===== src/rtl/hntlp_pkg.sv =====
// Shared types and constants of the hashed name table.
// Depends on nothing; the front end, queue, probe engine and top level import it.
`timescale 1ns / 1ps

package hntlp_pkg;

  localparam int TABLE_SIZE = 256;
  localparam int NAME_BYTES = 16;
  localparam int IDX_W = $clog2(TABLE_SIZE);
  localparam int KEY_W = 128;

  localparam logic [31:0] FNV_BASIS = 32'd2166136261;
  localparam logic [31:0] FNV_PRIME = 32'd16777619;

  // Home slot is a plain mask of the hash when the table is a power of two.
  localparam bit TABLE_POW2 = (TABLE_SIZE & (TABLE_SIZE - 1)) == 0;

  typedef enum logic [1:0] {
    ST_INSERTED  = 2'd0,
    ST_FOUND     = 2'd1,
    ST_NOT_FOUND = 2'd2,
    ST_FULL      = 2'd3
  } status_t;

  typedef enum logic {
    CMD_REGISTER = 1'b0,
    CMD_LOOKUP   = 1'b1
  } cmd_t;

  typedef logic [IDX_W-1:0] idx_t;

  // Classified request handed from the front end to the probe engine.
  typedef struct packed {
    cmd_t             cmd;
    logic [KEY_W-1:0] key;
    logic [31:0]      value;
    idx_t             home;
  } job_t;

endpackage


===== src/rtl/hntlp_queue.sv =====
// Two-entry queue of classified requests between front end and probe engine.
// Depends on hntlp_pkg.
`timescale 1ns / 1ps

module hntlp_queue
  import hntlp_pkg::*;
(
  input  logic clk,
  input  logic rst,
  input  logic in_valid,
  output logic in_ready,
  input  job_t in_job,
  output logic out_valid,
  input  logic out_ready,
  output job_t out_job
);

  job_t       entries [2];
  logic       wp;
  logic       rp;
  logic [1:0] count;
  logic       push;
  logic       pop;

  assign in_ready  = (count != 2'd2);
  assign out_valid = (count != 2'd0);
  assign out_job   = entries[rp];
  assign push      = in_valid && in_ready;
  assign pop       = out_valid && out_ready;

  always_ff @(posedge clk) begin
    if (push) begin
      entries[wp] <= in_job;
    end
  end

  always_ff @(posedge clk) begin
    if (rst) begin
      wp    <= 1'b0;
      rp    <= 1'b0;
      count <= 2'd0;
    end else begin
      if (push) begin
        wp <= ~wp;
      end
      if (pop) begin
        rp <= ~rp;
      end
      unique case ({push, pop})
        2'b10:   count <= count + 2'd1;
        2'b01:   count <= count - 2'd1;
        default: count <= count;
      endcase
    end
  end

endmodule


===== config.mk =====
export PLATFORM = sky130hd
export DESIGN_NAME = hntlp_queue
export DESIGN_NICKNAME = d
export VERILOG_FILES = /design/src/rtl/hntlp_pkg.sv /design/src/rtl/hntlp_queue.sv
export SDC_FILE = /design/constraint.sdc
export NUM_CORES = 1
export LEC_CHECK = 0
export BUFFER_PORTS_ARGS = -buffer_cell sky130_fd_sc_hd__buf_2
export CAP_MARGIN = 15
export CORE_MARGIN = 1
export CORE_UTILIZATION = 40
export DETAILED_ROUTE_END_ITERATION = 7
export GPL_ROUTABILITY_DRIVEN = 0
export HOLD_SLACK_MARGIN = 0.02
export SLEW_MARGIN = 20
export SYNTH_ARGS = -nofsm -noshare
export SYNTH_HDL_FRONTEND = slang
export SYNTH_SLANG_ARGS = --single-unit

===== constraint.sdc =====
create_clock -name clk -period 8.5 [get_ports clk]
set_input_delay 1.275 -clock clk [delete_from_list [all_inputs] [get_ports clk]]
set_output_delay 1.275 -clock clk [all_outputs]
set_load 0.1 [all_outputs]

Yosys cells after proc, flatten, opt, wreduce, memory -nomap -nowiden
Memories as Yosys holds them, arrays and structs flattened. A register that Yosys moved wholly into a read port is not among the register bits.
Cells that the tools add are included.

word-level totals
  bits of input ports = 173
  memory bits (writable) = 338
  logic and storage cells = 20
  output and inout bits = 171
  bits in registers = 4
  memories = 1

operators by class
  eq/ne operators = 3
  bitwise logic cells = 2
  add/subtract/negate cells = 2
  reduce and logical (&&, ||, !) cells = 4
  multiplexer cells = 5

memory list
  name     depth  bits a word  read ports  clocked after memory_dff  write ports  line               source
  entries  2      169          1           1                         1            hntlp_queue.sv:18  job_t entries [2];

operators by type and width
  operator                                          number
  two-way mux 1 bit                                 4
  one-hot mux 2 bit (2 select lines)                1
  nonzero test 2 bit                                2
  adder 2 x 1 -> 2 bit, second input constant       1
  == test 2 x 1 -> 1 bit, second input constant     1
  == test 2 bit, second input constant              1
  logical AND 1 bit                                 2
  inequality test 2 bit, second input constant      1
  inverter 1 bit                                    2
  subtractor 2 x 1 -> 2 bit, second input constant  1

Longest topological paths before layout
Gate-level depths: netlist of run 1.

  word-level depth = 4
  gate-level depth with buffers = 6
  mapped depth without buffers = 6

Worst setup path after synthesis of run 1
Ideal clock, no wire load.

  path type = reg2reg
  from = register count[0]
  to = memory entries[1][0] (netlist name) (enable)
  slack = 2.648 ns
  library setup time = 0.550 ns
  arrival = 5.302 ns
  clock period less this slack = 5.852 ns
  required time = 7.950 ns
  stages on the path, launching flop included = 3
  path buffers = 0
  cell sequence = dfxtp_1 nand2b_1 and3_1

between the ends
  cells in the longest elaborated chain, start to end = 4

RTL lines
  item                                     line               source
  start, declared                          hntlp_queue.sv:21  logic [1:0] count;
  start signal, assigned                   hntlp_queue.sv:50  2'b10: count <= count + 2'd1;
  start signal, assigned                   hntlp_queue.sv:51  2'b01: count <= count - 2'd1;
  start signal, assigned                   hntlp_queue.sv:52  default: count <= count;
  inequality test 2 bit                    hntlp_queue.sv:25  assign in_ready = (count != 2'd2);
  via in_ready                             hntlp_queue.sv:11  output logic in_ready,
  logical AND 1 bit                        hntlp_queue.sv:28  assign push = in_valid && in_ready;
  two-way mux 1 bit                        hntlp_queue.sv:32  if (push) begin
  two-way mux 1 bit (not written as such)  hntlp_queue.sv:33  entries[wp] <= in_job;
  end, declared                            hntlp_queue.sv:18

The timed path passes the listed nets, and every way through them passes these cells.

==> results of run 1 <==
[critical path, stage by stage (launching register included)]
cell,delay (ns)
dfxtp_4,0.61
buf_4,0.81
mux2_2,0.33
buf_2,0.43
[path summary, 6_finish.rpt]
check	from	to	slack (ns)	cells past startpoint
setup reg to reg	count[0]	entries[1][100]	6.02	3
hold / removal	rp	rp	0.52	2
setup / recovery	register	out_job[94]	4.44	3
hold reg to reg	rp	rp	0.52	2
[through the flow]
step / utilization, % / instance area, sq um
detailed placement: 47.6 / 14600
floorplan: - / 12500
CTS: 51.2 / 15700
global route: 51.2 / 15700
global placement: 47.6 / 14600
finish: 51.2 / 15700
[cell type report]
type                    count  area, sq um
clock inverters            18          161
flip-flops and latches    343        10300
multi-input cells         187         2060
clock buffers              46          960
repair buffers            349         1760
fillers                  2553        15000
diodes                      4         10.0
well taps                 396          495
inverters                   1         8.76
[logic make-up (layout without fill, tap and decap cells)]
group	after synthesis	in the layout
xor gates and xnor gates	3	3
adders and majority gates	1	1
muxes	169	169
DFF	343	343
other	0	4
AOI/OAI and AO/OA	5	5
and+or+nand+nor	9	9
buffers and inverters	20	414
[metal layers]
metal / GRT usage [%] / vias up / wire length, um
met2: 23.4 / 271 / 11500
met3: 6.59 / 51 / 2730
met4: 4.98 / 12 / 564
met1: 17.4 / 3082 / 9580
li1: - / 2928 / -
met5: 0 / - / 86
[flip-flops by register name, indices dropped and copies added (netlist names), named ones only]
signal   cells
wp           1
count        2
entries    338
rp           1
[placed cells by master (no fill, tap or decap)]
| cell type | netlist | routed |
|---|---|---|
| clkbuf_16 | 0 | 37 |
| nand2b_1 | 1 | 1 |
| o21a_1 | 1 | 1 |
| a21bo_2 | 1 | 1 |
| xnor2_1 | 2 | 2 |
| nand3b_1 | 1 | 1 |
| diode_2 | 0 | 4 |
| and3_4 | 0 | 1 |
| nor2_1 | 3 | 3 |
| or2_2 | 1 | 1 |
| mux2_4 | 10 | 10 |
| xor2_1 | 1 | 1 |
| clkbuf_1 | 0 | 9 |
| edfxtp_1 | 338 | 338 |
| clkinv_1 | 0 | 8 |
| ha_1 | 1 | 1 |
| clkinvlp_4 | 0 | 1 |
| o21ai_0 | 1 | 1 |
| or3_1 | 1 | 1 |
| buf_2 | 6 | 343 |
| a21oi_1 | 2 | 2 |
| buf_4 | 0 | 6 |
| clkinv_2 | 0 | 5 |
| inv_6 | 0 | 2 |
| mux2_1 | 11 | 11 |
| dfxtp_1 | 5 | 4 |
| mux2_2 | 148 | 148 |
| nand2_1 | 1 | 1 |
| bufinv_16 | 0 | 3 |
| dfxtp_4 | 0 | 1 |
==> results.md, run 1 <==
* Outcome: finished clean
* Post-synthesis cell type count at 22
* Pins Over Slew Limit at 0
* Drt pass-1 iters at 4
* Cts bufs inserted at 37
* Largest net degree at the start of global routing at 74
* Max cap viols at 0
* CTS HTree Levels at 2
* Area leader, netlist: edfxtp_1
* Peak Freq at 246 MHz
* Synth Area in Adders at 0.100%
* Yosys warns at 0
* Hold_buf cts at 0
* Mux share of post-synthesis cell area at 15.5%
* Clk slew on worst S/H paths at 0.06 ns
* DR DRC count at 0
* Worst path required time at 7.22 ns
* Die W at 179 um
* # Post-CTS Setup Buffers at 0
* Crit path kind: reg -> out
* Sequential area share after synthesis at 82.1%
* CP endpoint kind: primary output
* RSZ-0062 raised after global routing: false
* Sink Count at 343
* Finished Layout Cells at 1344
* CTS tree: done
* WL per Instance at 18.2 um
* Vias in the first global route at 6475
* Xor/xnor share of the synthesized area at 0.210%
* Root Driver: clkbuf_16
* DP Cell Count at 1276
* Most frequent cells after synthesis: 338 x edfxtp_1, 148 x mux2_2, 13 x buf_6
* Hold_ws at 0.517 ns
* Post-route ant nets at 0
* # port buffers at 343
* Worst hold path class: reg -> reg
* Final WL at 24500 um
* Worst rel slew slack at 32.8%
* CORE AREA at 30700 sq um
* Post-Syn Nets at 724
* Hpwl dp at 16000 um
* Setup_tns at 0 ns
* Ys flop type: edfxtp_1
* Tcrit/Tclk final at 47.8%
* Crit path time final at 4.06 ns
* Avg Cell Area, Syn at 22.7 sq um
* IO Pins at 344
* Netlist Area Pre-Place at 12500 sq um
* Worst-Margin Slew at 1.01 ns
* GRT Overall Usage at 14.6%
* Via-per-instance ratio at 4.72
* Most common cell in the netlist: edfxtp_1
* Via count at 6344
* Die H at 179 um
* Post-cts gate resize count at 0
* Synth top area share at 81.3%
* Grt ovf at 0
* Critical-path maximum fanout at 73
* Post-synth EDFFs at 338
* Largest family of logic cells by synthesized area: multiplexers
* Area grow syn2layout at 25.8%
* Critical Path AT at 2.79 ns
* Compound-cell area share of the yosys netlist at 0.260%
* First-pass GRT wire length at 35200 um
* Layout cells sized above 1 at 59.2%
* Initial Utilization at 40.7%
* Rows at 64
* Worst Setup Slack, final at 4.44 ns
* Post-Synth Simple-Gate Area at 0.381%
* Worst slack, placed at 4.89 ns
* Worst-skew pair later-pin latency at 0.50 ns
* Synthesized instance count at 550
* Iter 0 DRT Violations at 364
* #FFs+latches synth at 343
* Element type at the critical path start: register
* Final nets at 1093
* Final setup skew at 0.00612 ns
* Final hold vios at 0
* Initial antenna violation count at 10
* CTS Buffer Depth at 3
* FFs w/ async S/R, synth at 0%
* Synth top area cells: edfxtp_1 81%, mux2_2 13%, mux2_4 1.2%
* Die area at 31900 sq um
* Setup violators final at 0
Power of run 1 is not shown: default switching activity piles up to over one toggle a cycle in this logic, so the estimate is an artifact.
==> run 2: changes to the inputs <==
Settings changed: ABC_AREA set to 1, PLACE_DENSITY set to 0.66.
Clock period 8.5 ns to 3.5 ns, I/O delays scaled along.
==> run 2 against run 1 <==
Against the previous run:
- via count increased by 1.1%
- area after synthesis increased by 2.9%
- global-route usage decreased by 0.056 points
- worst setup slack got worse by 3.9 ns
- worst hold slack got worse by 0.31 ns
- clock-buffer cell count increased by 3
- utilization increased by 0.40 points
- critical path depth unchanged
- critical endpoint is now out_job[167]
- highest routed layer unchanged
==> results.md, run 2 <==
* Rows at 65
* Element type at the critical path start: register
* Leakage Power at 6.26 nW
* Yosys warns at 0
* Placed cell areas at 15100 sq um
* Final hold vios at 0
* Post-cts gate resize count at 0
* Cell Pwr Density at 856 nW/um^2
* Hold_buf cts at 0
* Most frequent cells in the layout: 343 x buf_2, 338 x edfxtp_1, 101 x mux2_4, 68 x mux2_2, 41 x clkbuf_16
* CTS tree: done
* Setup violators final at 0
* Setup_tns at 0 ns
* Sequential area share after synthesis at 79.7%
* DR DRC count at 0
* First-pass GRT wire length at 36900 um
* Top reg by flops: entries
* Drt pass-1 iters at 4
* Iter 0 DRT Violations at 252
* CTS Buffer Depth at 3
* R2r endpoint: entries[1][101]
* Hpwl dp at 16100 um
* Die area at 32900 sq um
* Via-per-instance ratio at 4.67
* Peak Freq at 341 MHz
* Final setup skew at 0.0120 ns
* CORE AREA at 31600 sq um
* Filler cells at 2627
* Tcrit/Tclk final at 83.8%
* Final nets at 1117
* Commonest non-fill, non-tap cell in the layout: buf_2
* Die H at 181 um
* Synth top area share at 78.9%
* Worst-Margin Slew at 1.01 ns
* Post-synth EDFFs at 338
* Final WL at 24700 um
* Initial Utilization at 40.7%
* Critical Path AT at 2.41 ns
* CP endpoint kind: primary output
* Outcome: finished clean
* FFs w/ async S/R, synth at 0%
* Grt ovf at 0
* WL per Instance at 18.0 um
* Synth top area cells: edfxtp_1 79%, mux2_4 12%, mux2_2 6.0%
* Reg-to-reg setup timing slack at 1.56 ns
* Worst rel slew slack at 32.7%
* Worst Reg-to-Reg Cells at 4
* CTS HTree Levels at 2
* # port buffers at 343
* RR Startpoint: count[1]
* Worst hold path class: in -> reg
* Via count at 6413
* Ys flop type: edfxtp_1
* IO Pins at 344
* Crit path time final at 2.93 ns
* Crit path kind: reg -> out
* Post-Syn Nets at 738
* Post-route ant nets at 0
* Vias in the first global route at 6612
* Initial antenna violation count at 4
* RSZ-0062 raised after global routing: false
* #FFs+latches synth at 343
* Cts bufs inserted at 39
* Sink Count at 343
* Hold_ws at 0.204 ns
* Max cap viols at 0
* Largest net degree at the start of global routing at 147
* Most frequent cells after synthesis: 338 x edfxtp_1, 101 x mux2_4, 68 x mux2_2
* Area leader, netlist: edfxtp_1
* Peak VDD IR at 0.000514 V
* Netlist Area Pre-Place at 12900 sq um
* Worst path required time at 2.97 ns
* Synthesized instance count at 564
* Critical-path maximum fanout at 42
* Die W at 181 um
* Worst-skew pair later-pin latency at 0.51 ns
* Fin area at 16300 sq um
* Most common cell in the netlist: edfxtp_1
* Avg Cell Area, Syn at 22.8 sq um
* Clk slew on worst S/H paths at 0.06 ns
* Register Area at 10300 sq um
* GRT Overall Usage at 14.5%
* Critical Path End: out_job[167]
* Area grow syn2layout at 26.8%
* Largest registers: entries (338), count (2)
* Pins Over Slew Limit at 0
* Largest register FFs at 338
* Root Driver: clkbuf_16
* Multi-input logic area at 2440 sq um
* Post-synthesis cell type count at 13
* # Post-CTS Setup Buffers at 0
* Layout cells sized above 1 at 60.0%
run 2: cell count changes in the layout (fill, tap and decap cells not counted), moves of 4 or more:
cell	delta
buf_12	+6
clkbuf_16	+4
clkinv_2	-4
inv_1	+7
mux2_1	-11
mux2_2	-80
mux2_4	+91
nand2_1	+5
nor2_1	+5
run 2: per-stage QoR:
step                      util, %  instances  worst slack [ns]  power (W)
final                        51.6       1372             0.567     0.0139
after CTS                    51.6       1369             0.503     0.0141
after global placement       47.9       1304              1.06     0.0103
after floorplan                 -        564           -0.0952    0.00972
after global routing         51.6       1370             0.447     0.0144
after detailed placement     47.9       1304              1.06     0.0104
run 2: worst max-delay path, cell delays in order, from the launching register on:
cell and delay (ns):
dfxtp_4 0.84, buf_4 0.39, mux2_2 0.38, buf_2 0.29
run 2: where the power goes:
part           switching, W  leakage, nW  total (W)  internal (W)
registers          0.000159         3.20    0.00519       0.00503
logic               0.00403         2.51    0.00506       0.00104
clock network       0.00149        0.553    0.00369       0.00219
run 2: area by class of cell:
| cell class | instances | share of cell area, % |
|---|---|---|
| diodes | 3 | 0.0461 |
| clock buffers | 49 | 6.48 |
| clock inverters | 16 | 0.637 |
| inverters | 8 | 0.200 |
| multi-input cells | 194 | 15.0 |
| flip-flops and latches | 343 | 62.9 |
| well taps | 402 | 3.09 |
| repair buffers | 357 | 11.6 |
run 2: worst min-delay path by stage:
stage                     start              end  slack, ns  depth (start not counted)
floorplan                    rp         register       0.46                          2
global placement             rp               rp       0.48                          2
detailed placement           rp         register       0.49                          2
CTS                  in_job[70]   entries[1][70]       0.17                          1
global route        in_job[159]  entries[1][159]       0.18                          1
finish              in_job[152]  entries[0][152]       0.20                          1
run 2: per-layer routing:
metal  share of wire, %  vias to the layer above  wire (um)  global-route usage [%]
met2                 48                      250      11900                    23.9
met1                 41                     3122      10200                    17.9
li1                   -                     2992          -                       -
met4                2.0                        4        494                    4.68
met5               0.11                        -         27                       0
met3                8.3                       45       2050                    5.02
run 2: cells by family (layout without fill, tap and decap cells):
| family | after synthesis | in the layout | synth area share, % |
|---|---|---|---|
| flops | 343 | 343 | 79.7 |
| mux | 169 | 169 | 17.8 |
| buf+inv | 27 | 430 | 1.65 |
| simple gates | 19 | 19 | 0.574 |
| compound gates | 5 | 5 | 0.195 |
| fa+ha+maj | 1 | 1 | 0.0973 |
| other cells | 0 | 3 | 0 |
Note: power is estimated with default switching activity, not from simulation.
==> run 3: changes to the inputs <==
Settings changed: PLACE_DENSITY 0.66 to not set.
Clock period 3.5 ns to 2.9 ns, I/O delays scaled along.
==> run 3 against run 2 <==
Against the previous run:
- clock skew shrank 0.0052 ns
- design area grew 0.20%
- worst setup slack lost 0.29 ns
- utilization grew 0.10 points
- cell count shrank 0.44%
- critical endpoint is now out_job[152]
- largest cell class unchanged
==> results.md, run 3 (same netlist as run 2, synthesis figures left out) <==
* Outcome: finished clean
* Crit path kind: reg -> out
* Crit path time final at 2.63 ns
* DR DRC count at 0
* Worst rel slew slack at 59.1%
* CORE AREA at 31600 sq um
* Max cap viols at 0
* Finished Layout Cells at 1366
* Root Driver: clkbuf_16
* Largest register FFs at 338
* Post-cts gate resize count at 0
* Placed cell areas at 15100 sq um
* # Post-CTS Setup Buffers at 0
* Largest registers: entries (338), count (2)
* Cell Pwr Density at 1040 nW/um^2
* Reg-to-reg setup timing slack at 1.27 ns
* Area grow syn2layout at 27.0%
* Slowest cell delay on critical path at 0.61 ns
* Final nets at 1112
* Fin area at 16300 sq um
* WL per Instance at 18.0 um
* Leakage Power at 6.29 nW
* Top reg by flops: entries
* Post-route ant nets at 0
* Iter 0 DRT Violations at 305
* Worst path depth at 3
* CTS HTree Levels at 2
* Most frequent cells in the layout: 343 x buf_2, 338 x edfxtp_1, 101 x mux2_4, 68 x mux2_2, 39 x clkbuf_16
* Initial Utilization at 40.7%
* Die W at 181 um
* Hold_buf cts at 0
* Commonest non-fill, non-tap cell in the layout: buf_2
* Worst-Margin Slew at 0.614 ns
* Worst path top cell family by delay: buffers and inverters
* Element type at the critical path start: register
* IO Pins at 344
* Via count at 6379
* Final setup skew at 0.00686 ns
* Rows at 65
* Worst Reg-to-Reg Cells at 5
* Clk slew on worst S/H paths at 0.06 ns
* Drt pass-1 iters at 4
* Worst path required time at 2.47 ns
* GRT Overall Usage at 14.5%
* First-pass GRT wire length at 36300 um
* Filler cells at 2625
* Final WL at 24600 um
* Worst-skew pair later-pin latency at 0.51 ns
* Critical Path AT at 2.19 ns
* Pins Over Slew Limit at 0
* Sink Count at 343
* CP Cell Sequence: buf_12 -> mux2_2 -> buf_2
* Die H at 181 um
* # port buffers at 343
* Via-per-instance ratio at 4.67
* Grt ovf at 0
* CP endpoint kind: primary output
* Final hold vios at 0
* Cts bufs inserted at 37
* R2r endpoint: entries[1][146]
* Peak Freq at 381 MHz
* Critical-path maximum fanout at 39
* CTS Buffer Depth at 3
* Setup violators final at 0
* DP Cell Count at 1301
* Die area at 32900 sq um
* Worst hold path class: in -> reg
* Peak VDD IR at 0.000745 V
* CP max stage cell: dfxtp_4
* Largest net degree at the start of global routing at 98
* Worst path bufs/invs at 2
* RR Startpoint: count[0]
* RSZ-0062 raised after global routing: false
* Hpwl dp at 16500 um
* Critical Path End: out_job[152]
* Initial antenna violation count at 5
* Layout cells sized above 1 at 60.3%
* Final Power at 0.0170 W
* Vias in the first global route at 6541
* Tcrit/Tclk final at 90.5%
* CTS tree: done
[run 3: cell types whose count changed in the layout (fill, tap and decap cells not counted), sizes merged]
cell and delta:
bufinv +4, clkbuf -4, buf -3, clkinvlp -2, diode -2, inv +1
[run 3: routing by layer]
metal	part of all wire [%]	GRT usage, %	wire length, um
met5	0.23	0	57
met4	2.6	4.88	632
met3	9.7	5.93	2380
met2	48	23.8	11800
met1	40	17.3	9770
[run 3: worst min-delay path by stage]
stage                startpoint  slack, ns               to  cells past startpoint
floorplan                    rp       0.46         register                      2
global placement             rp       0.48               rp                      2
detailed placement           rp       0.49               rp                      2
CTS                 in_job[135]       0.08  entries[1][135]                      1
global route        in_job[135]       0.09  entries[1][135]                      1
finish               in_job[33]       0.11   entries[1][33]                      1
[run 3: report_power, final]
part           switching [W]  internal [W]
Combinational        0.00488       0.00124
Clock                0.00177       0.00289
Sequential          0.000157       0.00607
[run 3: area by class of cell]
cell class,count,area [sq um],share of cell area (%)
Tap cell,402,503,3.08
Sequential cell,343,10300,62.8
Clock inverter,19,221,1.36
Antenna cell,1,2.50,0.0153
Timing Repair Buffer,354,1870,11.5
Inverter,8,32.5,0.199
Clock buffer,45,998,6.11
Multi-Input combinational cell,194,2440,15.0
[run 3: stage by stage]
step                worst slack (ns)  setup TNS [ns]  hold slack [ns]  utilization [%]
floorplan                     -0.695         -232.05            0.465                -
global placement               0.787               0            0.478             47.9
detailed placement             0.765               0            0.490             47.9
CTS                            0.213               0           0.0809             51.7
global route                   0.177               0           0.0856             51.7
finish                         0.275               0            0.114             51.7
