## src/rtl/hntlp_pkg.sv

```systemverilog
// Shared types and constants of the hashed name table.
// Depends on nothing; the front end, queue, probe engine and top level import it.
`timescale 1ns / 1ps

package hntlp_pkg;

  localparam int TABLE_SIZE = 256;
  localparam int NAME_BYTES = 16;
  localparam int IDX_W = $clog2(TABLE_SIZE);
  localparam int KEY_W = 128;

  localparam logic [31:0] FNV_BASIS = 32'd2166136261;
  localparam logic [31:0] FNV_PRIME = 32'd16777619;

  // Home slot is a plain mask of the hash when the table is a power of two.
  localparam bit TABLE_POW2 = (TABLE_SIZE & (TABLE_SIZE - 1)) == 0;

  typedef enum logic [1:0] {
    ST_INSERTED  = 2'd0,
    ST_FOUND     = 2'd1,
    ST_NOT_FOUND = 2'd2,
    ST_FULL      = 2'd3
  } status_t;

  typedef enum logic {
    CMD_REGISTER = 1'b0,
    CMD_LOOKUP   = 1'b1
  } cmd_t;

  typedef logic [IDX_W-1:0] idx_t;

  // Classified request handed from the front end to the probe engine.
  typedef struct packed {
    cmd_t             cmd;
    logic [KEY_W-1:0] key;
    logic [31:0]      value;
    idx_t             home;
  } job_t;

endpackage

```

## src/rtl/hntlp_if.sv

```systemverilog
// Request and response channel interfaces of the hashed name table.
// Depends on nothing; used by the front end, the probe engine and the top level.
`timescale 1ns / 1ps

interface hntlp_req_if;
  logic        valid;
  logic        ready;
  logic        cmd;
  logic [63:0] name_lo;
  logic [63:0] name_hi;
  logic [31:0] new_value;

  modport source (output valid, cmd, name_lo, name_hi, new_value, input ready);
  modport sink   (input valid, cmd, name_lo, name_hi, new_value, output ready);
endinterface


```

## src/rtl/hntlp_front.sv

```systemverilog
// Front end: accept a request, cut the name at its terminator, FNV-1a hash it
// and reduce the hash to a home slot. Depends on hntlp_pkg and hntlp_if.
`timescale 1ns / 1ps

module hntlp_front
  import hntlp_pkg::*;
(
  input  logic        clk,
  input  logic        rst,
  hntlp_req_if.sink   req,
  output logic        job_valid,
  input  logic        job_ready,
  output job_t        job
);

  localparam int CNT_W = $clog2(NAME_BYTES + 1);
  localparam logic [KEY_W-1:0] LEN_MASK =
    (KEY_W'(1) << (8 * NAME_BYTES)) - KEY_W'(1);

  typedef enum logic [1:0] {F_IDLE, F_HASH, F_MOD, F_OUT} fstate_t;

  fstate_t          state;
  cmd_t             cmd_r;
  logic [KEY_W-1:0] name_r;
  logic [31:0]      value_r;
  logic [31:0]      hash;
  logic [CNT_W-1:0] cnt;
  logic [IDX_W:0]   rem;
  logic [4:0]       bitcnt;
  idx_t             home;

  logic [6:0]       byte_sel;
  logic [7:0]       cur_byte;
  logic [31:0]      prod;
  logic [KEY_W-1:0] keep_mask;
  logic [IDX_W:0]   rem_shift;
  logic [IDX_W:0]   rem_next;

  assign byte_sel  = {4'(cnt), 3'b000};
  assign cur_byte  = name_r[byte_sel +: 8];
  assign prod      = (hash ^ {24'd0, cur_byte}) * FNV_PRIME;
  assign keep_mask = (KEY_W'(1) << byte_sel) - KEY_W'(1);

  // One restoring remainder step per cycle, hash bits taken from the top.
  assign rem_shift = {rem[IDX_W-1:0], hash[31]};
  assign rem_next  = (rem_shift >= (IDX_W + 1)'(TABLE_SIZE))
                   ? rem_shift - (IDX_W + 1)'(TABLE_SIZE) : rem_shift;

  assign req.ready = (state == F_IDLE);
  assign job_valid = (state == F_OUT);
  assign job.cmd   = cmd_r;
  assign job.key   = name_r;
  assign job.value = value_r;
  assign job.home  = home;

  always_ff @(posedge clk) begin
    if (rst) begin
      state <= F_IDLE;
    end else begin
      unique case (state)
        F_IDLE: begin
          if (req.valid) begin
            cmd_r   <= cmd_t'(req.cmd);
            name_r  <= {req.name_hi, req.name_lo} & LEN_MASK;
            value_r <= req.new_value;
            hash    <= FNV_BASIS;
            cnt     <= '0;
            rem     <= '0;
            bitcnt  <= '0;
            state   <= F_HASH;
          end
        end
        F_HASH: begin
          if (cur_byte == 8'd0) begin
            // drop everything from the terminator on
            name_r <= name_r & keep_mask;
            state  <= F_MOD;
          end else begin
            hash <= prod;
            if (cnt == CNT_W'(NAME_BYTES - 1)) begin
              state <= F_MOD;
            end else begin
              cnt <= cnt + CNT_W'(1);
            end
          end
        end
        F_MOD: begin
          if (TABLE_POW2) begin
            home  <= hash[IDX_W-1:0];
            state <= F_OUT;
          end else begin
            rem    <= rem_next;
            hash   <= {hash[30:0], 1'b0};
            bitcnt <= bitcnt + 5'd1;
            if (bitcnt == 5'd31) begin
              home  <= rem_next[IDX_W-1:0];
              state <= F_OUT;
            end
          end
        end
        F_OUT: begin
          if (job_ready) begin
            state <= F_IDLE;
          end
        end
        default: state <= F_IDLE;
      endcase
    end
  end

endmodule

```

## src/flat_wrapper.sv

```systemverilog
// flat-port wrapper written by rule: the top's interface ports become plain ports
module hntlp_front_flat import hntlp_pkg::*;
  (clk, rst, job_valid, job_ready, job, req_valid, req_cmd, req_name_lo, req_name_hi, req_new_value, req_ready);
  hntlp_req_if req_i ();
  input  logic clk;
  input  logic rst;
  output logic job_valid;
  input  logic job_ready;
  output job_t job;
  input wire logic [$bits(req_i.valid)-1:0] req_valid;
  input wire logic [$bits(req_i.cmd)-1:0] req_cmd;
  input wire logic [$bits(req_i.name_lo)-1:0] req_name_lo;
  input wire logic [$bits(req_i.name_hi)-1:0] req_name_hi;
  input wire logic [$bits(req_i.new_value)-1:0] req_new_value;
  output wire logic [$bits(req_i.ready)-1:0] req_ready;
  assign req_i.valid = req_valid;
  assign req_i.cmd = req_cmd;
  assign req_i.name_lo = req_name_lo;
  assign req_i.name_hi = req_name_hi;
  assign req_i.new_value = req_new_value;
  assign req_ready = req_i.ready;
  hntlp_front u_core (.clk(clk), .rst(rst), .req(req_i), .job_valid(job_valid), .job_ready(job_ready), .job(job));
endmodule
```

## config.mk

```make
export PLATFORM = sky130hd
export DESIGN_NAME = hntlp_front_flat
export DESIGN_NICKNAME = d
export VERILOG_FILES = /design/src/rtl/hntlp_pkg.sv /design/src/rtl/hntlp_if.sv /design/src/rtl/hntlp_front.sv /design/src/flat_wrapper.sv
export SDC_FILE = /design/constraint.sdc
export NUM_CORES = 1
export LEC_CHECK = 0
export BUFFER_PORTS_ARGS = -buffer_cell sky130_fd_sc_hd__buf_4
export CAP_MARGIN = 5
export CORE_MARGIN = 2
export CORE_UTILIZATION = 25
export CTS_CLUSTER_DIAMETER = 80
export DETAILED_ROUTE_END_ITERATION = 10
export SLEW_MARGIN = 20
export SYNTH_ARGS = -nofsm -noshare
export SYNTH_HDL_FRONTEND = slang
export SYNTH_SLANG_ARGS = --single-unit
```

## constraint.sdc

```tcl
create_clock -name clk -period 29.2 [get_ports clk]
set_clock_uncertainty 0.1 [all_clocks]
set_input_delay 1.46 -clock clk [delete_from_list [all_inputs] [get_ports clk]]
set_output_delay 1.46 -clock clk [all_outputs]
set_load 0.05 [all_outputs]
```

[Word-level counts from Yosys, hierarchy flattened]
Cells that the tools add are included.
Cells by class
  bitwise operators: 3
  reduce and logical (&&, ||, !) cells: 9
  shift-type cells: 2
  muxes and demuxes: 15
  multipliers: 1
  equal/unequal tests: 10
  add/sub/neg operators: 2
Operators with widths (number)
  two-way mux 128 bit: 2
  case mux 128 bit (2 select lines): 1
  bitwise AND 128 bit: 1
  indexed part select 128 x 8 -> 8 bit: 1
  << shifter 1 x 7 -> 128 bit (first input constant): 1
  subtractor 128 x 2 -> 128 bit (second input constant): 1
  two-way mux 32 bit: 2
  case mux 32 bit (2 select lines): 1
  multiplier 32 x 25 -> 32 bit (second input constant): 1
  bitwise XOR 32 x 8 -> 32 bit: 1
  two-way mux 5 bit: 3
  case mux 5 bit (2 select lines): 1
  zero test 8 bit: 1
  two-way mux 2 bit: 4
  case mux 2 bit (4 select lines): 1
  AND reduction 4 bit: 2
  inequality test 2 bit (second input constant): 3
  AND reduction 3 bit: 2
  adder 5 x 1 -> 5 bit (second input constant): 1
  equality test 5 x 4 -> 1 bit (second input constant): 1
  AND reduction 5 bit: 1
  equality test 2 bit (second input constant): 2
  inequality test 2 x 1 -> 1 bit (second input constant): 2
  inequality test 3 x 1 -> 1 bit (second input constant): 1
  5 further kinds: 5
Storage, ports and cells
  output and inout port bits: 171
  register bits after elaboration: 208
  logic and storage cells: 49

[Longest topological paths before layout]
Gate-level depths: netlist of the first run.
  depth in word-level cells: 5
  depth in mapped cells: 18
  gate-level depth less buffers: 16

[Least setup slack after synthesis of the first run]
Ideal clock, no wire load.
  path kind: reg2reg
  start: register u_core.cnt[1]
  end: register u_core.name_r[0], enable pin
  slack: 17636 ps
  clock period less this slack: 11564 ps
  arrival: 10690 ps
  stages on the path, launching flop included: 9
  setup time: 774 ps
  buffers on the path: 2
  data required time: 28326 ps
  cell sequence: edfxtp_1 clkbuf_1 clkbuf_1 mux4_1 a22oi_1 nand2_2 nor4_4 a21oi_1 nor3_1
On the way
  longest elaborated chain between the ends: 4
Ends and longest elaborated chain
  start, declared: line hntlp_front.sv:27  | logic [CNT_W-1:0] cnt;
  start signal, assigned: line hntlp_front.sv:83  | cnt <= cnt + CNT_W'(1);
  indexed part select 128 x 8 -> 8 bit: line hntlp_front.sv:40  | assign cur_byte = name_r[byte_sel +: 8];
  zero test 8 bit: line hntlp_front.sv:74  | if (cur_byte == 8'd0) begin
  inequality test 2 x 1 -> 1 bit (no line)
  AND reduction 4 bit (no line)
  end signal, assigned: line hntlp_front.sv:64  | name_r <= {req.name_hi, req.name_lo} & LEN_MASK;
  end signal, assigned: line hntlp_front.sv:76  | name_r <= name_r & keep_mask;
  end, declared: line hntlp_front.sv:24  | logic [KEY_W-1:0] name_r;
Every way passes these cells.
A chain may end at the register's enable or synchronous reset.

[Worst setup path after layout of the first run]
  start: register u_core.cnt[0]
  end: register u_core.hash[7] (data pin)
On the way
  longest elaborated chain between the ends: 5
Ends and longest elaborated chain
  indexed part select 128 x 8 -> 8 bit: line hntlp_front.sv:40
  bitwise XOR 32 x 8 -> 32 bit: line hntlp_front.sv:41  | assign prod = (hash ^ {24'd0, cur_byte}) * FNV_PRIME;
  multiplier 32 x 25 -> 32 bit: line hntlp_front.sv:41
  two-way mux 32 bit: line hntlp_front.sv:74
  case mux 32 bit (2 select lines): line hntlp_front.sv:60  | unique case (state)
  end signal, assigned: line hntlp_front.sv:79  | hash <= prod;
  end signal, assigned: line hntlp_front.sv:93  | hash <= {hash[30:0], 1'b0};
  end, declared: line hntlp_front.sv:26  | logic [31:0] hash;
Every way passes these cells. The select of a mux whose other input is x is not followed.

==> results.md, run 1 <==
* Status: completed
* Worst setup EP type: register
* Post-synth top area share at between 50% and 60%
* PortBufs at 335
* Pleak at ~5.1 nW
* Final hold vios at 0
* Worst slew pin tran at slightly above 1 ns
* Most used cell, CP: ha_1
* RSZ-0062 raised after global routing: false
* Layout Nets at 1201
* Post-route DRC at 0
* Fillers at 3660
* Gr busiest metal: met2
* Cell family with most CP delay: XOR/XNOR gates
* Post CTS Setup Buffer Count at 0
* Hold_sp: u_core.hash[7]
* Cell Chain, Critical Path: buf_4, mux4_2, a22oi_1, nand2_1, xor2_1, ha_1, ha_1, ha_1, ha_1, ha_1, xor2_1, xnor3_1, xnor2_1, xnor2_1, xnor2_1, xnor2_1, nand2_1
* Routed WL per cell at roughly 22 µm
* Minimum clock period at 5.449 ns
* WP data arrival at 5.53 ns
* Max clock buf depth at 2
* Setup TNS at 0 ns
* Met3 GRT Util at about 4.3%
* Worst Hold Slack at 0.4188 ns
* Final period util at 18.66%
* GRT Util Overall at around 17%
* Synth area leader: edfxtp_1
* Power Density at ~140 nW/µm²
* Vias in the first global route at ~7300
* Die width at ~200 µm
* Die area at approximately 39000 µm²
* Cell variety after synth at 52
* Reg2reg start: u_core.cnt[0]
* TritonCTS clock tree: done
* Slew Viols, Final at 0
* WP buf/inv at 1
* Crit path launch: u_core.cnt[0]
* Utilization after layout at a little over a third
* Worst IR Drop VDD at approximately 0.12 mV
* Max-cap violations at 0
* Max Clock Freq at around 180 MHz
* Clk slew on worst S/H paths at 0.07 ns
* Setup violations, final at 0
* Antenna-violating nets left at 0
* # resized after CTS at 0
* Yosys Warn Count at 0
* Root buf cell: clkbuf_16
* TritonCTS Buffers at 17
* Seq cells post-synth at around 180
* Initial antenna violation count at 0
* Syn avg cell area at between 10 and 15 µm²
* Synth Net Count at between 800 and 900
* Via Count at ~7400
* Post-synthesis sequential area ratio at approximately three fifths
* Gr ovfl total at 0
* Iter 0 DRT Violations at ~590
* First-pass GRT wire length at between 40000 and 50000 µm
* Drt pass-1 iters at 6
* CP max FO at 31
* Hold Path Class: register to register
* CP max stage delay at 0.61 ns
* Syn Inst Count at ~700
* Grt met1 use at 21.43%
* # IOs at about 340
* Worst slew margin at roughly a third
* Routability cong. at ~0.83
* Skew-Pair Late Insertion Delay at ~0.45 ns
* Startpoint Class: register
* Die H at 197.7 µm
* Core area at roughly 37000 µm²
* Post-DR vias/cell at between 4 and 5
* # hold bufs at CTS at 0
* # diodes at 0
* H-tree depth at 4
* Share of post-route cells with drive strength above 1 at a little over two fifths
* Worst endpoint required time at between 20 and 30 ns
* CP max stage cell: edfxtp_1
* Std-Cell Rows at 70
* Clk sink count at roughly 180
* Post-DP HPWL at approximately 25000 µm
* WS Path Type: register to register
* Post-Syn Area at 9378 µm²
* Layout overhead on the synthesized area at 37.99%
* Largest net degree at the start of global routing at 82
* Synth area leaders: edfxtp_1 (58%), mux4_2 (7.4%), o2bb2ai_1 (5.6%)
* Starting density of the core at 25.49%
* Met2 Use GR at 27.28%
* Drt total wl at between 30000 and 40000 µm
## worst paths after layout
path	cells after the start	slack (ns)	end
hold reg to reg	0	0.42	u_core.home[7]
hold / removal	0	0.42	u_core.home[7]
setup reg to reg	17	23.75	u_core.hash[7]
setup / recovery	17	23.75	u_core.hash[7]
## layout make-up
type	count	area, µm²	share of cell area (%)
flip-flops and latches	184	5505	42.54
clock buffers	17	425.4	3.288
well taps	468	585.6	4.525
clock inverters	15	152.6	1.180
multi-input cells	419	3543	27.38
inverters	34	130.1	1.006
repair buffers	346	2597	20.07
## flip-flops by register name, summed over array words and instances (netlist names)
signal and cells:
u_core.value_r 32, u_core.home 8, u_core.state 2, u_core.cmd_r 1
u_core.cnt 5, u_core.hash 8, u_core.name_r 128
## layout by cell type, fill, tap and decap left out, types with 2 or more instances in the layout
cell       Yosys  routed
nor2_1        12      12
inv_1         34      33
buf_4          2     346
o211ai_1       4       4
nand2_1       75      75
nor2b_1        7       7
a21oi_1       13      13
and3_1         2       2
a22oi_1       15      15
inv_6          0       8
nor3_2         0       2
nor4_1         2       2
a211oi_1       2       2
o2bb2ai_1     60      60
or2_2          5       5
mux4_2        31      31
xnor2_1       16      16
o21ai_0       25      24
dfxtp_1        2       2
inv_8          0       2
xor2_1        11      11
nand2b_1       3       3
and2_1         6       6
a22o_1        49      49
edfxtp_1     182     182
or3_1          2       2
a21o_1         4       4
clkbuf_16      0      17
clkinv_2       0       2
ha_1          33      32
nand3_1       18      18
## synth_stat cells, drive strengths merged
cell and n:
and3b 1, nor2b 7, mux2i 1, dfxtp 2, a21boi 2, a21oi 13, nand2 76, ha 33
buf 6, nand3b 1, nor2 12, nand3 18, o2bb2ai 60, and2 6, a2111oi 1, o21a 1
a21o 4, o21bai 1, or2 5, nor3 3, xor2 11, nor4 4, xnor2 16, a31oi 1
o211ai 4, edfxtp 182, a22oi 16, and3 2, xnor3 1, a22o 49, mux4 32, o311ai 1
or3b 1, a211oi 3, clkbuf 44, nand2b 3, or3 2, fa 1, o221ai 1, inv 34
o21ai 26
## worst reg2reg max path, delay by kind of cell (launching register included)
kind	cells	cell delay, ns
DFF	1	0.61
muxes	1	0.62
and+or+nand+nor	2	0.25
xor gates and xnor gates	7	1.49
AOI/OAI and AO/OA	1	0.35
adders and majority gates	5	1.22
buffers and inverters	1	0.57
## power by group
part / switching [mW] / internal [mW] / total, mW
Combinational: 0.644 / 0.427 / 1.07
Sequential: 0.0732 / 0.408 / 0.481
Clock: 0.115 / 0.121 / 0.236
Total: 0.832 / 0.956 / 1.79
## kinds of logic after synthesis
kind of cell,after synthesis,share of synthesized area (%)
mux,33,7.832
buf+inv,84,3.789
flops,184,58.71
compound gates,183,15.20
simple gates,141,7.098
xor+xnor,28,2.762
fa+ha+maj,34,4.616
## stage by stage
step | instances | worst slack [ns] | total power [mW] | cell area, µm²
global route | 1483 | 23.43 | 1.904 | 12940
floorplan | 687 | 17.64 | 1.272 | 9378
detailed placement | 1451 | 23.78 | 1.560 | 12350
finish | 1483 | 23.75 | 1.788 | 12940
global placement | 1451 | 23.82 | 1.553 | 12350
CTS | 1483 | 23.76 | 1.801 | 12930
## layer usage
layer	wire length, µm	up-vias
met2	15930	406
met4	784	0
met1	13270	3646
met5	0	-
met3	2950	42
li1	-	3294
Note: power is estimated with default switching activity, not from simulation.
==> run 2: changes to the inputs <==
Clock period 29.2 ns to 4.7 ns, I/O delays scaled along.
==> results.md, run 2 (synthesis gave the netlist of run 1 again) <==
* Final period util at a little over nine tenths
* Max Clock Freq at 220.5 MHz
* Worst endpoint required time at between 4 and 5 ns
* Design Area, Final at 14830 µm²
* Internal Pwr Total at approximately 6.9 mW
* Reg2reg start: u_core.cnt[0]
* P_sw at 5.649 mW
* WP data arrival at about 4.6 ns
* Clk sink count at around 180
* Worst setup EP type: register
* Flop2flop setup slack at between 0.15 and 0.2 ns
* Hold endpoint: u_core.name_r[4]
* Skew-Pair Late Insertion Delay at around 0.45 ns
* Setup violations, final at 0
* Post-route DRC at 0
* H-tree depth at 4
* Post-DP HPWL at 25550 µm
* Flop pwr share at a little under a quarter
* Clk slew on worst S/H paths at around 0.070 ns
* Die width at about 200 µm
* Switching Share at between 40% and 50%
* Max reg flops at approximately 130
* Fillers at about 3500
* Hold_sp: req_name_lo[4]
* Layout Nets at approximately 1400
* Max clock buf depth at 2
* First-pass GRT wire length at ~52000 µm
* Setup WS pre-CTS at -0.09347 ns
* Routability cong. at roughly 0.87
* Worst Hold Slack at 0.02187 ns
* Slew Viols, Final at 0
* WS Path Type: register to register
* CP max FO at 6
* # diodes at 0
* Gr ovfl total at 0
* Antenna-violating nets left at 0
* Core area at around 37000 µm²
* Drt total wl at 36170 µm
* Most common cell after layout, fill and taps aside: buf_4
* Starting density of the core at 25.49%
* Die area at around 40000 µm²
* PortBufs at ~340
* PnR worst setup slack at between 0.15 and 0.2 ns
* Worst Reg-to-Reg Cells at 19
* Worst slew margin at 25.55%
* Max-cap violations at 0
* Share of post-route cells with drive strength above 1 at 39.53%
* Final hold vios at 0
* Logic pwr share at 65.4%
* Pleak at slightly below 6 nW
* Worst slew pin tran at approximately 1.1 ns
* Hold Path Class: input pin to register
* Routed WL per cell at 21.76 µm
* Top Registers: u_core.name_r: 128 flops, u_core.value_r: 32 flops
* Die H at between 150 and 200 µm
* Iter 0 DRT Violations at about 570
* Status: completed
* Via Count at ~8000
* Crit path launch: u_core.cnt[0]
* Minimum clock period at 4.535 ns
* Worst hold path depth at 3
* Post-DP Area at around 13000 µm²
* GRT Util Overall at 18.14%
* Largest net degree at the start of global routing at 83
* Reg with most FFs: u_core.name_r
* TritonCTS Buffers at 17
* Worst R2R End: u_core.hash[7]
* Setup TNS at 0 ns
* Worst IR Drop VDD at 1.053 mV
* Commonest cells after routing, fill and taps aside: buf_4 (374), edfxtp_1 (182), dlygate4sd3_1 (145), nand2_1 (74), o2bb2ai_1 (60)
* Startpoint Class: register
* TritonCTS clock tree: done
* Initial antenna violation count at 0
* Drt pass-1 iters at 5
* Std-Cell Rows at 70
* Clock share of power at 11.0%
* Vias in the first global route at 8303
* Post-DR vias/cell at about 4.8
* # IOs at approximately 340
* Root buf cell: clkbuf_16
* Power Density at ~840 nW/µm²
* Layout overhead on the synthesized area at 58.15%
run 2: worst max path at each step:
stage	slack, ns	cells after the start	endpoint
5_1_grt	-0.01	19	u_core.hash[7]
4_1_cts	0.01	17	u_core.hash[7]
2_1_floorplan	-0.80	8	u_core.name_r[0]
3_5_place_dp	-0.09	17	u_core.hash[7]
6_report	0.16	19	u_core.hash[7]
3_3_place_gp	-0.09	17	u_core.hash[7]
run 2: cell type report:
cell class | count | area (µm²) | share of cell area, %
clock buffers | 18 | 429.2 | 2.894
clock inverters | 13 | 106.4 | 0.7171
inverters | 34 | 130.1 | 0.8774
multi-input cells | 419 | 3670 | 24.74
flip-flops and latches | 184 | 5505 | 37.12
well taps | 468 | 585.6 | 3.948
repair buffers | 526 | 4404 | 29.70
run 2: layer usage:
layer / up-vias / wire length, µm / part of all wire, % / global-route usage (%)
li1: 3654 / - / - / -
met1: 4011 / 14940 / 41 / 22.84
met2: 350 / 18060 / 50 / 31.30
met3: 31 / 2569 / 7.1 / 3.961
met4: 0 / 601 / 1.7 / 5.068
met5: - / 0 / 0 / 0
run 2: repair_timing:
item	CTS	global route
pin swaps	0	12
buffers inserted	0	6
endpoints found under the hold margin	146	0
gates resized for setup	1	14
endpoints found under the setup margin	1	1
gates cloned	0	1
hold buffers	145	0
run 2: stage by stage:
step	utilization, %	cells	total power [mW]
2_1_floorplan	-	687	7.855
3_3_place_gp	34.36	1479	10.10
3_5_place_dp	34.36	1479	10.14
4_1_cts	39.77	1655	11.67
5_1_grt	40.32	1662	13.32
6_report	40.32	1662	12.50
run 2: power groups by stage:
stage | Sequential [mW] | Combinational, mW | Clock, mW
after floorplan | 4.02 | 3.83 | 0
after global placement | 2.98 | 7.12 | 0
after detailed placement | 2.98 | 7.16 | 0
after CTS | 2.95 | 7.31 | 1.42
after global routing | 3.00 | 8.84 | 1.47
final | 2.95 | 8.17 | 1.38
run 2: critical path, stage by stage, from the launching register on:
cell	delay, ns
edfxtp_1	0.41
buf_4	0.17
buf_12	0.14
buf_12	0.14
mux4_2	0.44
a22oi_2	0.27
nand2_2	0.14
xor2_2	0.17
buf_4	0.15
ha_1	0.30
ha_1	0.29
ha_2	0.20
fa_2	0.40
a21o_1	0.18
a21oi_2	0.13
xnor2_1	0.14
xnor2_1	0.16
xnor2_1	0.15
xnor2_1	0.13
nand2_1	0.06
